--- src/hdl/stip_pkg.sv ---
`timescale 1ns / 1ps
// ----------------------------------------------------------------------------
// stip_pkg
// Types and constants shared by the sorted record table and its cells.
// ----------------------------------------------------------------------------
package stip_pkg;

  localparam int TABLE_DEPTH = 16;
  localparam int KEY_BITS    = 12;
  localparam int TAG_BITS    = 8;
  localparam int HANDLE_BITS = 8;
  localparam int CNT_W       = $clog2(TABLE_DEPTH + 1);
  localparam int IDX_W       = $clog2(TABLE_DEPTH);
  localparam int FIELD_CNT_W = 5;

  typedef enum logic [1:0] {
    FUNC_INSERT = 2'd0,
    FUNC_PURGE  = 2'd1,
    FUNC_DUMP   = 2'd2,
    FUNC_NONE   = 2'd3
  } func_e;

  typedef enum logic [1:0] {
    STATUS_DONE  = 2'd0,
    STATUS_FULL  = 2'd1,
    STATUS_ENTRY = 2'd2
  } status_e;

  typedef enum logic [1:0] {
    S_IDLE,
    S_PURGE,
    S_DUMP
  } state_e;

  typedef enum logic [1:0] {
    CM_HOLD,
    CM_INSERT,
    CM_PURGE,
    CM_ROTATE
  } cell_mode_e;

  typedef struct packed {
    logic [KEY_BITS-1:0]    key;
    logic [TAG_BITS-1:0]    tag;
    logic [HANDLE_BITS-1:0] handle;
  } rec_t;

  typedef struct packed {
    cell_mode_e          mode;
    logic [TAG_BITS-1:0] purge_tag;
    rec_t                new_rec;
  } cell_ctl_t;

  typedef struct packed {
    func_e                  func;
    logic [KEY_BITS-1:0]    sort_key;
    logic [TAG_BITS-1:0]    tag_code;
    logic [HANDLE_BITS-1:0] handle;
  } req_t;

  typedef struct packed {
    status_e                status;
    logic                   entry_valid;
    logic [KEY_BITS-1:0]    out_key;
    logic [TAG_BITS-1:0]    out_tag;
    logic [HANDLE_BITS-1:0] out_handle;
    logic [FIELD_CNT_W-1:0] removed_count;
    logic [FIELD_CNT_W-1:0] occupancy;
    logic                   last;
  } res_t;

endpackage

--- src/hdl/stip_cell.sv ---
`timescale 1ns / 1ps
// ----------------------------------------------------------------------------
// stip_cell
// One table slot: holds a record, compares it with the incoming key or the
// purge tag and takes its own, the new, the left or the right record.
// ----------------------------------------------------------------------------
module stip_cell (
  input  logic               clk_i,
  input  stip_pkg::cell_ctl_t ctl_i,
  input  logic               in_range_i,  // slot lies below the fill count
  input  logic               is_first_i,
  input  stip_pkg::rec_t     left_i,
  input  stip_pkg::rec_t     right_i,
  input  logic               after_i,     // left neighbour lies at/after insert point
  input  logic               hit_i,       // a purge match exists further left
  output stip_pkg::rec_t     rec_o,
  output logic               after_o,
  output logic               hit_o
);

  stip_pkg::rec_t rec_q, rec_d;
  logic           lt, tie, match;

  // equal key in the first slot keeps that slot in front of the new record
  assign lt      = in_range_i && (rec_q.key < ctl_i.new_rec.key);
  assign tie     = is_first_i && in_range_i && (rec_q.key == ctl_i.new_rec.key);
  assign after_o = !(lt || tie);

  assign match = in_range_i && (rec_q.tag == ctl_i.purge_tag);
  assign hit_o = hit_i || match;

  always_comb begin
    rec_d = rec_q;
    case (ctl_i.mode)
      stip_pkg::CM_INSERT: begin
        if (after_o) begin
          rec_d = after_i ? left_i : ctl_i.new_rec;
        end
      end
      stip_pkg::CM_PURGE: begin
        // first match and everything behind it close up by one slot
        if (hit_o) begin
          rec_d = right_i;
        end
      end
      stip_pkg::CM_ROTATE: begin
        rec_d = right_i;
      end
      default: begin
        rec_d = rec_q;
      end
    endcase
  end

  always_ff @(posedge clk_i) begin
    rec_q <= rec_d;
  end

  assign rec_o = rec_q;

endmodule

--- src/hdl/sorted_table_insert_and_purge_top.sv ---
`timescale 1ns / 1ps
// ----------------------------------------------------------------------------
// sorted_table_insert_and_purge_top
// Sorted record table built as a row of slot cells: insert, purge by tag
// and in-order dump.
// ----------------------------------------------------------------------------
// Channel   | Ports                       | Transfer
// request   | start, req_i, busy          | start high and busy low at clk edge
// result    | strobe, res_o               | every cycle strobe is high
// config    | cfg_we_i, cfg_wdata_i       | cfg_we_i high at clk edge
//
// Insert: all cells compare and shift at once; result next cycle.
// Purge: a cell row closes one gap a cycle until no slot matches the purge tag.
// Dump: the row rotates once through all slots (an empty table answers without it).
// Reset clears the fill count and the purge tag; slot contents stay unknown.
// Results cannot be held off; busy is high during purge and dump.
// ----------------------------------------------------------------------------
module sorted_table_insert_and_purge_top (
  input  logic                             clk_i,
  input  logic                             rst_ni,
  input  logic                             start,
  input  stip_pkg::req_t                   req_i,
  output logic                             busy,
  output logic                             strobe,
  output stip_pkg::res_t                   res_o,
  input  logic                             cfg_we_i,
  input  logic [stip_pkg::TAG_BITS-1:0]    cfg_wdata_i
);

  stip_pkg::state_e                 state_q, state_d;
  logic [stip_pkg::CNT_W-1:0]       cnt_q, cnt_d;
  logic [stip_pkg::CNT_W-1:0]       removed_q, removed_d;
  logic [stip_pkg::IDX_W-1:0]       idx_q, idx_d;
  logic [stip_pkg::TAG_BITS-1:0]    purge_tag_q;
  stip_pkg::res_t                   res_q, res_d;
  logic                             strobe_q, strobe_d;

  stip_pkg::cell_ctl_t              ctl;
  stip_pkg::rec_t                   rec   [stip_pkg::TABLE_DEPTH];
  logic                             after [stip_pkg::TABLE_DEPTH];
  logic                             hit   [stip_pkg::TABLE_DEPTH];
  logic                             accept, full, hit_any, dump_last;

  assign accept  = start && (state_q == stip_pkg::S_IDLE);
  assign full    = (cnt_q == stip_pkg::CNT_W'(stip_pkg::TABLE_DEPTH));
  assign hit_any = hit[stip_pkg::TABLE_DEPTH-1];
  assign dump_last = ((stip_pkg::CNT_W'(idx_q) + stip_pkg::CNT_W'(1)) == cnt_q);

  // cell row
  always_comb begin
    ctl.purge_tag       = purge_tag_q;
    ctl.new_rec.key     = req_i.sort_key;
    ctl.new_rec.tag     = req_i.tag_code;
    ctl.new_rec.handle  = req_i.handle;
    ctl.mode            = stip_pkg::CM_HOLD;
    unique case (state_q)
      stip_pkg::S_PURGE: ctl.mode = stip_pkg::CM_PURGE;
      stip_pkg::S_DUMP:  ctl.mode = stip_pkg::CM_ROTATE;
      default: begin
        if (accept && (req_i.func == stip_pkg::FUNC_INSERT) && !full) begin
          ctl.mode = stip_pkg::CM_INSERT;
        end
      end
    endcase
  end

  for (genvar i = 0; i < stip_pkg::TABLE_DEPTH; i++) begin : g_cell
    stip_pkg::rec_t left_rec, right_rec;
    logic           after_in, hit_in;
    if (i == 0) begin : g_head
      assign left_rec = rec[0];
      assign after_in = 1'b0;
      assign hit_in   = 1'b0;
    end else begin : g_body
      assign left_rec = rec[i-1];
      assign after_in = after[i-1];
      assign hit_in   = hit[i-1];
    end
    // last slot takes the head record so a dump rotates the row
    assign right_rec = (i == stip_pkg::TABLE_DEPTH - 1) ? rec[0] :
                       rec[(i + 1) % stip_pkg::TABLE_DEPTH];

    stip_cell u_cell (
      .clk_i      (clk_i),
      .ctl_i      (ctl),
      .in_range_i (stip_pkg::CNT_W'(i) < cnt_q),
      .is_first_i (i == 0),
      .left_i     (left_rec),
      .right_i    (right_rec),
      .after_i    (after_in),
      .hit_i      (hit_in),
      .rec_o      (rec[i]),
      .after_o    (after[i]),
      .hit_o      (hit[i])
    );
  end

  // next state
  always_comb begin
    state_d = state_q;
    unique case (state_q)
      stip_pkg::S_IDLE: begin
        if (accept && (req_i.func == stip_pkg::FUNC_PURGE)) begin
          state_d = stip_pkg::S_PURGE;
        end else if (accept && (req_i.func == stip_pkg::FUNC_DUMP) &&
                     (cnt_q != '0)) begin
          state_d = stip_pkg::S_DUMP;
        end
      end
      stip_pkg::S_PURGE: begin
        if (!hit_any) state_d = stip_pkg::S_IDLE;
      end
      stip_pkg::S_DUMP: begin
        if (idx_q == stip_pkg::IDX_W'(stip_pkg::TABLE_DEPTH - 1)) state_d = stip_pkg::S_IDLE;
      end
      default: state_d = stip_pkg::S_IDLE;
    endcase
  end

  // outputs and counters
  always_comb begin
    cnt_d     = cnt_q;
    removed_d = removed_q;
    idx_d     = idx_q;
    strobe_d  = 1'b0;
    res_d     = '0;
    res_d.status    = stip_pkg::STATUS_DONE;
    res_d.occupancy = stip_pkg::FIELD_CNT_W'(cnt_q);
    res_d.last      = 1'b1;
    unique case (state_q)
      stip_pkg::S_IDLE: begin
        removed_d = '0;
        idx_d     = '0;
        if (accept) begin
          unique case (req_i.func)
            stip_pkg::FUNC_INSERT: begin
              strobe_d = 1'b1;
              if (full) begin
                res_d.status = stip_pkg::STATUS_FULL;
              end else begin
                cnt_d           = cnt_q + stip_pkg::CNT_W'(1);
                res_d.occupancy = stip_pkg::FIELD_CNT_W'(cnt_d);
              end
            end
            stip_pkg::FUNC_PURGE: strobe_d = 1'b0;
            stip_pkg::FUNC_DUMP: begin
              if (cnt_q == '0) begin
                strobe_d     = 1'b1;
                res_d.status = stip_pkg::STATUS_ENTRY;
              end
            end
            default: strobe_d = 1'b1;
          endcase
        end
      end
      stip_pkg::S_PURGE: begin
        if (hit_any) begin
          cnt_d     = cnt_q - stip_pkg::CNT_W'(1);
          removed_d = removed_q + stip_pkg::CNT_W'(1);
        end else begin
          strobe_d            = 1'b1;
          res_d.removed_count = stip_pkg::FIELD_CNT_W'(removed_q);
        end
      end
      stip_pkg::S_DUMP: begin
        idx_d = idx_q + stip_pkg::IDX_W'(1);
        if (stip_pkg::CNT_W'(idx_q) < cnt_q) begin
          strobe_d          = 1'b1;
          res_d.status      = stip_pkg::STATUS_ENTRY;
          res_d.entry_valid = 1'b1;
          res_d.out_key     = rec[0].key;
          res_d.out_tag     = rec[0].tag;
          res_d.out_handle  = rec[0].handle;
          res_d.last        = dump_last;
        end
      end
      default: strobe_d = 1'b0;
    endcase
  end

  always_ff @(posedge clk_i or negedge rst_ni) begin
    if (!rst_ni) begin
      state_q     <= stip_pkg::S_IDLE;
      cnt_q       <= '0;
      removed_q   <= '0;
      idx_q       <= '0;
      purge_tag_q <= '0;
      strobe_q    <= 1'b0;
    end else begin
      state_q   <= state_d;
      cnt_q     <= cnt_d;
      removed_q <= removed_d;
      idx_q     <= idx_d;
      strobe_q  <= strobe_d;
      if (cfg_we_i) purge_tag_q <= cfg_wdata_i;
    end
  end

  always_ff @(posedge clk_i) begin
    res_q <= res_d;
  end

  assign busy   = (state_q != stip_pkg::S_IDLE);
  assign strobe = strobe_q;
  assign res_o  = res_q;

endmodule
--- config.mk ---
export PLATFORM = sky130hd
export DESIGN_NAME = sorted_table_insert_and_purge_top
export DESIGN_NICKNAME = d
export VERILOG_FILES = /design/src/hdl/stip_pkg.sv /design/src/hdl/stip_cell.sv /design/src/hdl/sorted_table_insert_and_purge_top.sv
export SDC_FILE = /design/constraint.sdc
export NUM_CORES = 2
export LEC_CHECK = 0
export BUFFER_PORTS_ARGS = -buffer_cell sky130_fd_sc_hd__buf_2
export CAP_MARGIN = 20
export CORE_MARGIN = 10
export CORE_UTILIZATION = 57
export CTS_CLUSTER_SIZE = 10
export DETAILED_ROUTE_END_ITERATION = 16
export PLACE_DENSITY = 0.77
export SYNTH_ARGS = -nofsm -noshare
export SYNTH_HDL_FRONTEND = slang
export SYNTH_SLANG_ARGS = --single-unit
--- constraint.sdc ---
create_clock -name clk_i -period 4.4 [get_ports clk_i]
set_input_delay 0.44 -clock clk_i [delete_from_list [all_inputs] [get_ports clk_i]]
set_output_delay 0.44 -clock clk_i [all_outputs]
set_load 0.1 [all_outputs]
Word level (Yosys, flattened, before mapping)
Index checks and enable logic that the tools add are counted.
Widths: inputs -> output; s select.
{"block": "word_totals", "output_inout_bits": 44, "wordCells": 339, "in_bits": 42, "register_bits": 515}
{"block": "classes", "n_mux": 91, "eq_ne": 63, "n_lt_le_gt_ge": 33, "bitwise_logic": 1, "reduce_logical": 84, "n_addsub": 5}
{"cell": "$pmux 28 s3", "count": 16}
{"cell": "$mux 28", "count": 47}
{"cell": "$lt 12x12->1", "count": 16}
{"cell": "$eq 8x8->1", "count": 16}
{"cell": "$reduce_and 3->1", "count": 17}
{"cell": "$lt 4x5->1 const A", "count": 8}
{"cell": "$logic_and 1x1->1", "count": 39}
{"cell": "$ne 2x2->1 const B", "count": 18}
{"cell": "$ne 2x1->1 const B", "count": 17}
{"cell": "$mux 31", "count": 1}
{"cell": "$mux 5", "count": 6}
{"cell": "$lt 3x5->1 const A", "count": 4}
{"cell": "$pmux 5 s2", "count": 2}
{"cell": "$logic_or 1x1->1", "count": 16}
{"cell": "$eq 12x12->1", "count": 1}
{"cell": "$mux 2", "count": 6}
{"cell": "$pmux 2 s2", "count": 3}
{"cell": "$add 5x1->5 const B", "count": 2}
{"cell": "$lt 1x5->1 const A", "count": 2}
{"cell": "$lt 2x5->1 const A", "count": 2}
{"cell": "$eq 2x2->1 const B", "count": 4}
{"cell": "$pmux 4 s2", "count": 1}
{"cell": "$eq 2x1->1 const B", "count": 3}
{"cell": "$mux 1", "count": 6}
{"cell": "20 further kinds", "count": 24}

Longest topological paths before layout
{"block": "depth", "word_depth": 19, "ltp_mapped": 12, "mapped_depth_nobuf": 10}

Modules after synthesis
A second synthesis with hierarchy kept.
{"block": "hier_totals", "cells_unflattened": 3190, "area_unflattened_um2": 32411.1}
{"module": "stip_cell (g_cell[0].u_cell ...)", "instances": 12, "seq_area_each_um2": 840.8, "cells_each": 183, "area_per_inst_um2": 1854.3}
{"module": "stip_cell (g_cell[6].u_cell ...)", "instances": 4, "seq_area_each_um2": 840.8, "cells_each": 183, "area_per_inst_um2": 1851.8}
{"module": "sorted_table_insert_and_purge_top", "instances": 1, "seq_area_each_um2": 1466.4, "cells_each": 262, "area_per_inst_um2": 2752.6}

Worst setup path after synthesis
Ideal clock, no wire load.
{"block": "synth_timing", "path_kind": "in2reg", "startpoint": "input port req_i[17] (netlist name)", "endpoint": "register g_cell[14].u_cell.rec_q (netlist bit g_cell[14].u_cell.rec_o[0]), enable pin", "required_ns": 3.944, "setup_time_ns": 0.456, "path_buffers": 2, "stages": 11, "path_slack_ns": -0.245, "arrival_ns": 4.189, "cell_sequence": "inv_1 ha_1 a21o_1 a21o_1 a21o_1 a211oi_1 o31a_1 buf_2 buf_2 o21ai_0 a21boi_0"}
{"block": "synth_between", "elab_chain_len": 4}
{"element": "start: declaration", "line": "sorted_table_insert_and_purge_top.sv:22", "source": "input stip_pkg::req_t req_i,"}
{"element": "$lt 12x12->1", "line": "stip_cell.sv:25", "source": "assign lt = in_range_i && (rec_q.key < ctl_i.new_rec.key);"}
{"element": "$logic_and 1x1->1", "line": "stip_cell.sv:25"}
{"element": "$ne 2x2->1 (no line)"}
{"element": "$reduce_and 3->1 (no line)"}
{"element": "end signal: assignment", "line": "stip_cell.sv:56", "source": "rec_q <= rec_d;"}
{"element": "end: declaration", "line": "stip_cell.sv:21", "source": "stip_pkg::rec_t rec_q, rec_d;"}
No other way between the ends.
A chain may end at the register's enable or synchronous reset.

Final worst setup path
{"block": "layout_timing", "startpoint": "register cnt_q[3] (netlist name)", "endpoint": "register g_cell[15].u_cell.rec_q (netlist bit g_cell[15].u_cell.rec_o[4]), enable pin"}
{"block": "layout_between", "elab_chain_len": 19, "word_cells_on_any_way": 60, "cone_classes": "order compare: 16; eq/ne: 6; mux: 2; reduce/logical: 36"}
{"element": "start: declaration", "line": "sorted_table_insert_and_purge_top.sv:31", "source": "logic [stip_pkg::CNT_W-1:0] cnt_q, cnt_d;"}
{"element": "start signal: assignment", "line": "sorted_table_insert_and_purge_top.sv:191", "source": "cnt_q <= cnt_d;"}
{"element": "$lt 1x5->1", "line": "sorted_table_insert_and_purge_top.sv:86", "source": ".in_range_i (stip_pkg::CNT_W'(i) < cnt_q),"}
{"element": "$logic_and 1x1->1", "line": "stip_cell.sv:29", "source": "assign match = in_range_i && (rec_q.tag == ctl_i.purge_tag);"}
{"element": "$logic_or 1x1->1 (15 in series)", "line": "stip_cell.sv:30", "source": "assign hit_o = hit_i || match;"}
{"element": "$ne 2x1->1 (no line)"}
{"element": "$reduce_and 3->1 (no line) (*)"}
{"element": "end signal: assignment", "line": "stip_cell.sv:56"}
{"element": "end: declaration", "line": "stip_cell.sv:21"}
Every way passes the cells marked *; elsewhere a longest branch is shown, timed or not.

==> results by group <==
STA
  • Fin crit share: 0.945
  • Fin worst setup slack: 0.240 ns
  • Worst Max-Slew Pin Slew: 1.17 ns
  • Slew Limit Headroom: 0.217
  • Fin. max-slew vios: 0
  • Clock skew: between 0.03 and 0.04 ns
  • TNS Setup: 0 ns
  • Final critical-path required period: 4.16 ns
  • Hold Slack: around 0.036 ns
  • Final hold vios: 0
  • Unrepaired setup endpoints after global routing: no
  • Fmax: between 0.2 and 0.25 GHz
  • Final setup fails: 0

CTS
  • Clk sinks: 515
  • Clk_lat worst skew: 0.64 ns
  • Clk root buf: clkbuf_16
  • Post-CTS setup buffer count: 0
  • H-Tree Depth: 2
  • TritonCTS Buffers: 59
  • Clock Tree Buf Depth: 3
  • CTS tree: built
  • PostCTS Resize Cnt: 0
  • Clk slew on worst S/H paths: 0.06 ns

Logic synthesis
  • Synthesized area per cell: 11.8 µm²
  • Syn. warnings: 0
  • Register area share after synthesis: 0.485
  • Async SR Flop Fraction: 0.0485
  • Post-Syn Instances: about 2600
  • Distinct cells, synth: 65
  • Main synth FF type: edfxtp_1
  • Net Count, Synth: 2852
  • EDFF count, synth: 448
  • #FFs+latches synth: 515
  • Post-Syn Area: just over 30000 µm²

Floorplan
  • Core area: 53600 µm²
  • IO Count: 86
  • Initial core utilization: 0.574
  • Die H: 252 µm
  • Die area: 63700 µm²
  • # rows: 85
  • Die X: 252 µm

Global routing
  • Largest net degree at the start of global routing: 187
  • GRT Util Overall: 0.286
  • Initial antenna violation count: 2
  • Vias in the first global route: 22982
  • First-pass GRT wire length: 141000 µm
  • Gr ovfl total: 0

Layout
  • Share of layout cells above drive strength 1: 0.120
  • Final Non-Filler Cells: 3387
  • Nets: 2874
  • Synthesis-to-finish area growth: 10.6%

Route
  • Initial DRC Count: 3817
  • Vias/cell: 7.04
  • Drt first pass iters: 6
  • Mean routed wirelength per cell: 27.6 µm
  • DRC Markers: 0
  • Antenna viol nets, final: 0
  • Routed WL: 93600 µm
  • Vias: approximately 24000

Job
  • Maximum capacitance violations: 0

Placed design
  • Place WS: 0.356 ns
  • Placed insts: 3268
  • Final Wtd Congestion: between 0.9 and 1
  • Hpwl dp: 64400 µm
  • I/O Buffers: 85

Critical path
  • CP endpoint kind: flop
  • Crit path required time: 4.71 ns
  • Crit Path Category: flop to flop
  • Critical Path AT: 4.47 ns
  • Worst setup SP type: flop
  • CP Max Fanout: 21

Outcome
  • Outcome: finished, final reports clean

Worst hold path
  • HP Class: input pin to flop
==> logic make-up after synthesis <==
logic type                 synth area share
and+or+nand+nor                       0.138
AOI/OAI and AO/OA                     0.177
xor gates and xnor gates             0.0395
DFF                                   0.485
buffers and inverters                0.0413
muxes                                0.0414
adders and majority gates            0.0776
==> critical path: stages (launching register included) <==
cell and delay (ns):
dfrtp_1 0.66, or2_1 0.39, nand2_1 0.19, or4_4 0.60
o311ai_2 0.14, nor4_4 0.16, and3_1 0.24, and2_1 0.16
a31oi_4 0.91, buf_4 0.34
==> repair_timing <==
item,in CTS,in global routing
hold endpoints to repair,25,0
hold buffers,1,0
setup endpoints to repair,0,0
==> final cells by class <==
type | count | area, µm²
well taps | 696 | 871
repair buffers | 201 | 1490
clock buffers | 107 | 1720
fillers | 4064 | 19500
diodes | 2 | 5.00
multi-input cells | 1831 | 14900
inverters | 33 | 124
clock inverters | 2 | 13.8
flip-flops and latches | 515 | 14900
==> registers in the layout (all words and copies together), names as in the netlist <==
register             flops
cnt_q                    5
g_cell.u_cell.rec_o    448
idx_q                    4
purge_tag_q              8
removed_q                5
res_o                   42
state_q                  2
strobe                   1
==> path summary, 6_finish.rpt <==
| check | startpoint | cells after the start | slack [ns] | to |
|---|---|---|---|---|
| max in group asynchronous | rst_ni | 2 | 3.57 | idx_q[3] |
| worst max register to register | cnt_q[3] | 9 | 0.24 | g_cell[15].u_cell.rec_o[4] |
| worst min-delay path | cfg_wdata_i[3] | 2 | 0.04 | purge_tag_q[3] |
| worst min register to register | g_cell[0].u_cell.rec_o[3] | 1 | 0.52 | res_o[14] |
| worst max-delay path | cnt_q[3] | 9 | 0.24 | g_cell[15].u_cell.rec_o[4] |
| min in group asynchronous | rst_ni | 2 | 0.38 | removed_q[1] |
==> routing by layer <==
layer,up-vias,GRT usage,wire (µm)
li1,10339,-,-
met3,256,0.0542,11000
met1,11641,0.390,36900
met2,1613,0.434,41600
met5,-,0,0
met4,0,0.131,4170
==> cell usage after synthesis, drive strengths merged (8+ instances only) <==
cell type	number	area, µm²
a21oi	56	299
xnor2	105	920
nand4	40	250
dfrtp	25	626
or3	8	55.1
nor3	17	90.1
a21boi	8	60.1
clkbuf	152	571
xor2	34	298
nor3b	307	2300
a2111oi	10	144
nand2	151	567
mux2i	116	1160
a211oi	12	90.1
nand2b	20	125
nor2	47	176
a221o	307	3070
a31oi	10	62.6
buf	88	577
o21a	11	82.6
inv	33	124
edfxtp	448	13500
a21o	82	616
nor4	8	65.1
nand3	13	65.1
ha	191	2390
mux2	10	113
and3	8	50.1
dfxtp	42	841
nor2b	35	219
o21ai	154	774
and2	32	200
==> cells in the final DEF, fill, tap and decap left out, types with 11 or more instances in the layout <==
cell type,count
a211oi_1,12
a21o_1,82
a21oi_1,46
a221o_1,307
and2_1,31
buf_12,15
buf_2,85
buf_4,99
clkbuf_1,42
clkbuf_16,59
dfrtp_1,25
dfxtp_1,42
edfxtp_1,448
ha_1,190
inv_1,33
mux2i_1,116
nand2_1,151
nand2b_1,20
nand3_1,13
nand4_1,40
nor2_1,45
nor2b_1,33
nor3_1,16
nor3b_1,307
o21a_1,11
o21ai_0,119
o21ai_1,34
xnor2_1,105
xor2_1,34
==> through the flow <==
| stage | utilization | instance area, µm² |
|---|---|---|
| after floorplan | - | 30800 |
| final | 0.635 | 34100 |
| after global placement | 0.602 | 32300 |
| after global routing | 0.635 | 34100 |
| after detailed placement | 0.602 | 32300 |
| after CTS | 0.634 | 34000 |
Power is not shown: default switching activity piles up to over one toggle a cycle in this logic, so the estimate is an artifact.
